==> config.mk <==
export PLATFORM = sky130hd
export DESIGN_NAME = cbez_lerp_cell
export DESIGN_NICKNAME = d
export VERILOG_FILES = /design/src/design/assert_macros.svh /design/src/design/cbez_pkg.sv /design/src/design/cbez_lerp_cell.sv
export SDC_FILE = /design/constraint.sdc
export NUM_CORES = 1
export LEC_CHECK = 0
export ABC_AREA = 1
export BUFFER_PORTS_ARGS = -buffer_cell sky130_fd_sc_hd__buf_2
export CORE_AREA = 3 3 179 181
export CTS_BUF_LIST = sky130_fd_sc_hd__clkbuf_16
export DETAILED_ROUTE_END_ITERATION = 10
export DIE_AREA = 0 0 182 184
export GPL_ROUTABILITY_DRIVEN = 0
export GPL_TIMING_DRIVEN = 1
export PLACE_DENSITY = 0.73
export SLEW_MARGIN = 20
export SYNTH_ARGS = -nofsm -noshare
export SYNTH_HDL_FRONTEND = slang
export SYNTH_SLANG_ARGS = --single-unit
==> constraint.sdc <==
create_clock -name clk -period 7.6 [get_ports clk]
set_clock_uncertainty 0.1 [all_clocks]
set_input_delay 0.38 -clock clk [delete_from_list [all_inputs] [get_ports clk]]
set_output_delay 0.38 -clock clk [all_outputs]
set_load 0.05 [all_outputs]
==> src/design/assert_macros.svh <==
// assertion macros included by the point evaluator design file
`ifndef ASSERT_MACROS_SVH
`define ASSERT_MACROS_SVH

// concurrent check on the rising edge of clk, skipped while in reset
`define ASSERT_CLK(label, prop, msg) \
  label: assert property (@(posedge clk) disable iff (rst) (prop)) else $error(msg);

// concurrent check that also holds during reset
`define ASSERT_ALWAYS(label, prop, msg) \
  label: assert property (@(posedge clk) (prop)) else $error(msg);

`endif

==> src/design/cbez_pkg.sv <==
// shared constants and types for the cubic bezier evaluator
`timescale 1ns / 1ps

package cbez_pkg;

  // coordinate and curve parameter formats
  localparam int COORD_W  = 16;
  localparam int FRAC_W   = 16;
  localparam int T_W      = FRAC_W + 1;
  localparam int NUM_AXES = 3;
  localparam int PACK_W   = NUM_AXES * COORD_W;

  // curve shape
  localparam int DEGREE   = 3;
  localparam int NUM_CTRL = DEGREE + 1;
  localparam int CFG_IDX_W = $clog2(NUM_CTRL);

  // lerp cell arithmetic
  localparam int DIFF_W = COORD_W + 1;
  localparam int PROD_W = DIFF_W + T_W + 1;
  localparam int SHR_W  = PROD_W - FRAC_W;

  // pipeline depth: parameter register plus two stages per level
  localparam int CELL_LAT = 2;
  localparam int PIPE_LAT = 1 + DEGREE * CELL_LAT;

  localparam logic [T_W-1:0]    T_ONE  = T_W'(1) << FRAC_W;
  localparam logic [PROD_W-1:0] T_HALF = PROD_W'(1) << (FRAC_W - 1);

  // register indexes
  localparam logic [CFG_IDX_W-1:0] REG_CP0 = CFG_IDX_W'(0);
  localparam logic [CFG_IDX_W-1:0] REG_CP1 = CFG_IDX_W'(1);
  localparam logic [CFG_IDX_W-1:0] REG_CP2 = CFG_IDX_W'(2);
  localparam logic [CFG_IDX_W-1:0] REG_CP3 = CFG_IDX_W'(3);

  typedef logic signed [COORD_W-1:0] coord_t;
  typedef logic [T_W-1:0]            param_t;
  typedef logic [PACK_W-1:0]         packed_pt_t;

endpackage

==> src/design/cbez_lerp_cell.sv <==
// one fixed point lerp cell of the de casteljau chain, two stages deep
`timescale 1ns / 1ps

module cbez_lerp_cell import cbez_pkg::*; (
  input  logic   clk,
  input  logic   en,
  input  coord_t a,
  input  coord_t b,
  input  param_t t_in,
  output coord_t q,
  output param_t t_out
);

  logic signed [DIFF_W-1:0] diff;
  logic signed [PROD_W-1:0] prod;
  coord_t                   a_d;
  param_t                   t_d;
  logic signed [PROD_W-1:0] rnd;
  logic signed [SHR_W-1:0]  shr;
  logic signed [SHR_W-1:0]  sum;

  // a*(1-t) + b*t folded into a + (b-a)*t
  assign diff = DIFF_W'(b) - DIFF_W'(a);

  // stage one: product of the difference and t
  always_ff @(posedge clk) begin
    if (en) begin
      prod <= PROD_W'(diff) * $signed({1'b0, t_in});
      a_d  <= a;
      t_d  <= t_in;
    end
  end

  // round, floor shift, add back the base point
  assign rnd = prod + $signed(T_HALF);
  assign shr = rnd[PROD_W-1:FRAC_W];
  assign sum = shr + SHR_W'(a_d);

  // stage two: result and parameter to the next cell
  always_ff @(posedge clk) begin
    if (en) begin
      q     <= sum[COORD_W-1:0];
      t_out <= t_d;
    end
  end

endmodule

==> results.md, run 1 <==
- Met2 usage in global routing: 36.0%
- Initial core utilization: 44.9%
- Mapped Area: 13700 um^2
- Syn Nets: 2018
- Top-count cell post-synth: inv_1
- Fraction of layout cells with a size suffix above 1: 9.39%
- CTS Buf Count: 9
- Synth unique cells: 46
- Seq/Total Area, Yosys: 18.1%
- Commonest cells in the synthesized netlist: inv_1 (403), nand2_1 (305), fa_1 (225)
- Slew @ Worst Pin: 0.791 ns
- Grt ovf: 0
- Die height: 184 um
- Crit-path most repeated cell: fa_1
- CP Launch Type: input pin
- CP peak stage delay: 0.53 ns
- Synth top area cells: fa_1 (33%), edfxtp_1 (18%), ha_1 (13%), inv_1 (11%), nand2_1 (8.3%)
- Seq cells post-synth: 83
- Synthesized instance count: 1604
- Number of synthesized flops with an enable pin: 83
- Final ANT Viol Nets: 0
- Via/cell ratio: 5.16
- Fin. Hold Viols: 0
- Worst Hold Path EP: a_d[2]
- Die X: 182 um
- Reg2Reg Setup Slack: 4.14 ns
- Syn Area/Cell: 8.57 um^2
- Initial antenna violation count: 0
- Pin count of the biggest net entering global routing: 84
- Unrepaired setup endpoints after global routing: false
- H-tree depth: 3
- Clock Latency Late Sink: 0.36 ns
- Hold Buf Count CTS: 0
- Hold_ws: 0.108 ns
- Post-DP HPWL: 28.5 mm
- Dpl cells: 2062
- Number of global-route vias before repair: 11300
- Most crowded layer after global routing: met2
- Post-synth top area share: 32.8%
- Synth warnings: 0
- Crit-path max FO: 11
- Hold crit path type: input pin to register
- First-pass GRT wire length: 56.1 mm
- Core area: 30600 um^2
- Yosys top cell by area: fa_1
- PostCTS Resize Cnt: 0
- Met3 layer usage reported by global route: 3.86%
- Final wirelength: 34.6 mm
- Post-route insts no fill: 2078
- Port bufs: 83
- R2R cell count: 18
- GR Util All Layers: 21.1%
- Initial DRC count: 705
- CP Data Required Time: 7.61 ns
- GR Util met1: 25.8%
- Via count: 10700
- Worst setup path class: input pin to register
- Root Buffer: clkbuf_16
- Primary FF master, synth: edfxtp_1
- CTS sink cnt: 83
- I/O pin cnt: 84
- Fin crit share: 94.2%
- Slowest cell on crit path: fa_1
- Tmin final: 7.16 ns
- Fin nets: 2091
- Area Overhead vs Synth: 8.58%
- Reg-to-Reg Start: prod[18]
- HP Start: a[2]
- CP endpoint kind: register
- DR WL/cell: 16.7 um
- Total negative slack: 0 ns
- Row cnt: 64
- Status: completed
- Max-cap violation count: 0
- Reg clk slew, reported paths: 0.08 ns
- Worst EP arrival: 7.17 ns
- Reg2reg end: q[15]
- Hold path cells: 1
- Slew Limit Fails: 0
- Die area: 33500 um^2
- Ys async rst share: 0%
- Detailed-route DRC error count: 0
- CTS Buffer Depth: 2
- CTS tree: done
- Slew margin rel.: 47.3%
- Setup bufs post-CTS: 0
- Setup Viol. Count Final: 0
- Final Util: 48.8%
- TritonRoute pass-1 iters: 5
- # diodes: 0
- F_max: 140 MHz
-- metrics by stage --
step	area, um^2	setup WS, ns
after floorplan	13700	0.794
after global placement	14600	0.267
after detailed placement	14600	0.107
after CTS	14900	0.475
after global routing	14900	0.0846
final	14900	0.440
-- per-layer routing --
layer	up-vias	routed length, um
li1	4952	-
met1	5251	13700
met2	423	16800
met3	106	2450
met4	0	1730
met5	-	0
-- cell families after synthesis --
kind of cell | share of synthesized area [%]
simple gates | 17.1
fa+ha+maj | 45.3
buf+inv | 12.5
compound gates | 4.10
flops | 18.1
xor+xnor | 2.86
-- registers in the layout, summed over array words and instances (netlist names) --
signal,flops
prod,17
t_d,17
t_out,17
a_d,16
q,16
-- worst max-delay path, delay by kind of cell --
family          cells  cell delay [ns]
fa+ha+maj           9             3.73
simple gates       10             1.33
compound gates      7             1.22
buf+inv             6             0.47
-- cell usage in the layout, fill, tap and decap left out, types with 4 or more instances in the layout --
cell type,n
buf_4,11
o21bai_1,5
nor2_1,162
nor3_1,12
nor4_1,5
nand2_1,305
inv_1,404
nand4_1,7
xor2_1,34
or2_1,4
clkbuf_16,9
a21oi_2,5
nand3_1,39
a21o_1,4
nor2_2,10
a21oi_1,51
o21ai_0,17
clkinv_1,5
or2_2,4
inv_2,9
xnor2_1,9
nand2_2,10
ha_1,138
buf_2,82
edfxtp_1,83
fa_1,225
-- layout make-up --
class	instances	area, um^2
fillers	2847	15700
multi-input cells	1072	9540
flip-flops and latches	83	2490
inverters	417	1570
repair buffers	94	504
well taps	396	495
clock buffers	9	225
clock inverters	7	100
-- worst max-delay path by stage --
stage / from / end / slack [ns] / cells past startpoint
3_5_place_dp: a[0] / prod[28] / 0.11 / 32
2_1_floorplan: b[0] / prod[28] / 0.79 / 34
4_1_cts: a[0] / prod[28] / 0.48 / 32
6_report: a[0] / prod[28] / 0.44 / 32
5_1_grt: a[0] / prod[28] / 0.08 / 32
3_3_place_gp: a[0] / prod[28] / 0.27 / 32
Power of run 1 is not shown: default switching activity piles up to over one toggle a cycle in this logic, so the estimate is an artifact.
==> inputs of run 2 (changes only) <==
--- a/config.mk
+++ b/config.mk
@@ -7,13 +7,13 @@
 export LEC_CHECK = 0
 export ABC_AREA = 1
 export BUFFER_PORTS_ARGS = -buffer_cell sky130_fd_sc_hd__buf_2
-export CORE_AREA = 3 3 179 181
+export CORE_AREA = 3 3 219 221
 export CTS_BUF_LIST = sky130_fd_sc_hd__clkbuf_16
 export DETAILED_ROUTE_END_ITERATION = 10
-export DIE_AREA = 0 0 182 184
+export DIE_AREA = 0 0 222 224
 export GPL_ROUTABILITY_DRIVEN = 0
 export GPL_TIMING_DRIVEN = 1
-export PLACE_DENSITY = 0.73
+export PLACE_DENSITY = 0.56
 export SLEW_MARGIN = 20
 export SYNTH_ARGS = -nofsm -noshare
 export SYNTH_HDL_FRONTEND = slang
==> results.md, run 2 (synthesis results as in run 1) <==
- CTS sink cnt: 83
- Post-DP HPWL: 31.1 mm
- Unrepaired setup endpoints after global routing: false
- Crit-path max FO: 7
- Final ANT Viol Nets: 0
- Setup Viol. Count Final: 0
- Fraction of layout cells with a size suffix above 1: 9.55%
- Via count: 10300
- Die area: 49700 um^2
- First-pass GRT wire length: 58.3 mm
- Fin. Hold Viols: 0
- Max-cap violation count: 0
- Met2 usage in global routing: 25.4%
- Via/cell ratio: 4.48
- Pin count of the biggest net entering global routing: 56
- GR Util All Layers: 15.1%
- Worst EP arrival: 7.08 ns
- Slew margin rel.: 47.2%
- I/O pin cnt: 84
- CP Launch Type: input pin
- CP Data Required Time: 7.62 ns
- Core area: 46400 um^2
- Slew @ Worst Pin: 0.791 ns
- Grt ovf: 0
- Most frequent cells in the layout: inv_1 (403), nand2_1 (305), fa_1 (225)
- Reg clk slew, reported paths: 0.07 ns
- Setup bufs post-CTS: 0
- CTS Buf Count: 9
- # diodes: 0
- Hold Buf Count CTS: 0
- GR Util met1: 19.7%
- Die X: 222 um
- CP endpoint kind: register
- Status: completed
- Slowest cell on crit path: fa_1
- TritonRoute pass-1 iters: 6
- Tmin final: 7.06 ns
- CTS tree: done
- Fin crit share: 92.9%
- Port bufs: 83
- Initial DRC count: 793
- Top delay family on crit path: adder cells
- DR WL/cell: 15.9 um
- Final wirelength: 36.3 mm
- Detailed-route DRC error count: 0
- Area Overhead vs Synth: 10.5%
- Worst setup path class: input pin to register
- Commonest non-fill, non-tap cell in the layout: inv_1
- Root Buffer: clkbuf_16
- Die height: 224 um
- CP peak stage delay: 0.56 ns
- Number of global-route vias before repair: 10800
- Clock Latency Late Sink: 0.38 ns
- Total negative slack: 0 ns
- Fin nets: 2094
- H-tree depth: 3
- Crit-path most repeated cell: fa_1
- Slew Limit Fails: 0
- Hold crit path type: input pin to register
- Initial antenna violation count: 0
- Met3 layer usage reported by global route: 2.62%
- F_max: 142 MHz
- PostCTS Resize Cnt: 0
- Initial core utilization: 29.6%
- Row cnt: 79
- Largest regs: prod (17), t_d (17), t_out (17)
- Most crowded layer after global routing: met2
- Worst path bufs/invs: 6
- CTS Buffer Depth: 2
==> run 2: cell count changes in the layout (fill, tap and decap cells not counted) <==
cell	change
buf_6	-1
inv_1	-1
clkinv_1	+1
bufinv_16	-1
buf_4	+4
a2111oi_1	-1
a2111oi_0	+1
clkinv_2	+1
==> run 2: path summary, 6_finish.rpt <==
check	start	cells after the start	slack, ns	to
worst max-delay path	a[0]	31	0.54	prod[30]
worst min-delay path	a[2]	1	0.09	a_d[2]
worst max register to register	prod[18]	18	4.19	q[15]
worst min register to register	t_d[10]	0	0.32	t_out[10]
==> run 2: layer usage <==
| metal | up-vias | share of wire (%) |
|---|---|---|
| met5 | - | 0 |
| met4 | 0 | 2.8 |
| met3 | 59 | 5.0 |
| met2 | 303 | 47 |
| met1 | 4956 | 45 |
| li1 | 4949 | - |
==> run 2: worst register-to-register path, cell delays in order, from the launching register on <==
cell and delay (ns):
edfxtp_1 0.40, nand2_1 0.07, inv_1 0.07, nand4_1 0.15, nor3_2 0.20, nand3_1 0.18
nor4_2 0.28, inv_1 0.07, nand2_1 0.06, inv_1 0.04, ha_1 0.34, a21oi_1 0.17
o21a_1 0.14, nand3_1 0.15, a21boi_0 0.31, nor2_1 0.07, o21ai_0 0.14, nand2_1 0.08
xor2_1 0.14
==> run 2: stage by stage <==
stage | util (%) | hold WS (ns) | area (um^2) | instances | setup WS, ns
after floorplan | - | 0.300 | 13700 | 1604 | 0.794
after global placement | 32.1 | 0.301 | 14900 | 2276 | 0.240
after detailed placement | 32.1 | 0.305 | 14900 | 2276 | 0.130
after CTS | 32.7 | 0.0637 | 15200 | 2292 | 0.539
after global routing | 32.7 | 0.0700 | 15200 | 2292 | 0.0528
final | 32.7 | 0.0916 | 15200 | 2292 | 0.543
==> run 2: area by class of cell <==
type / instances / area, um^2
clock buffer: 9 / 225
clock inverter: 7 / 75.1
fill: 4852 / 31200
inverter: 417 / 1570
multi-input combinational: 1072 / 9540
sequential: 83 / 2490
tap: 607 / 759
timing repair buffer: 97 / 523
Power of run 2 is left out for the same reason.
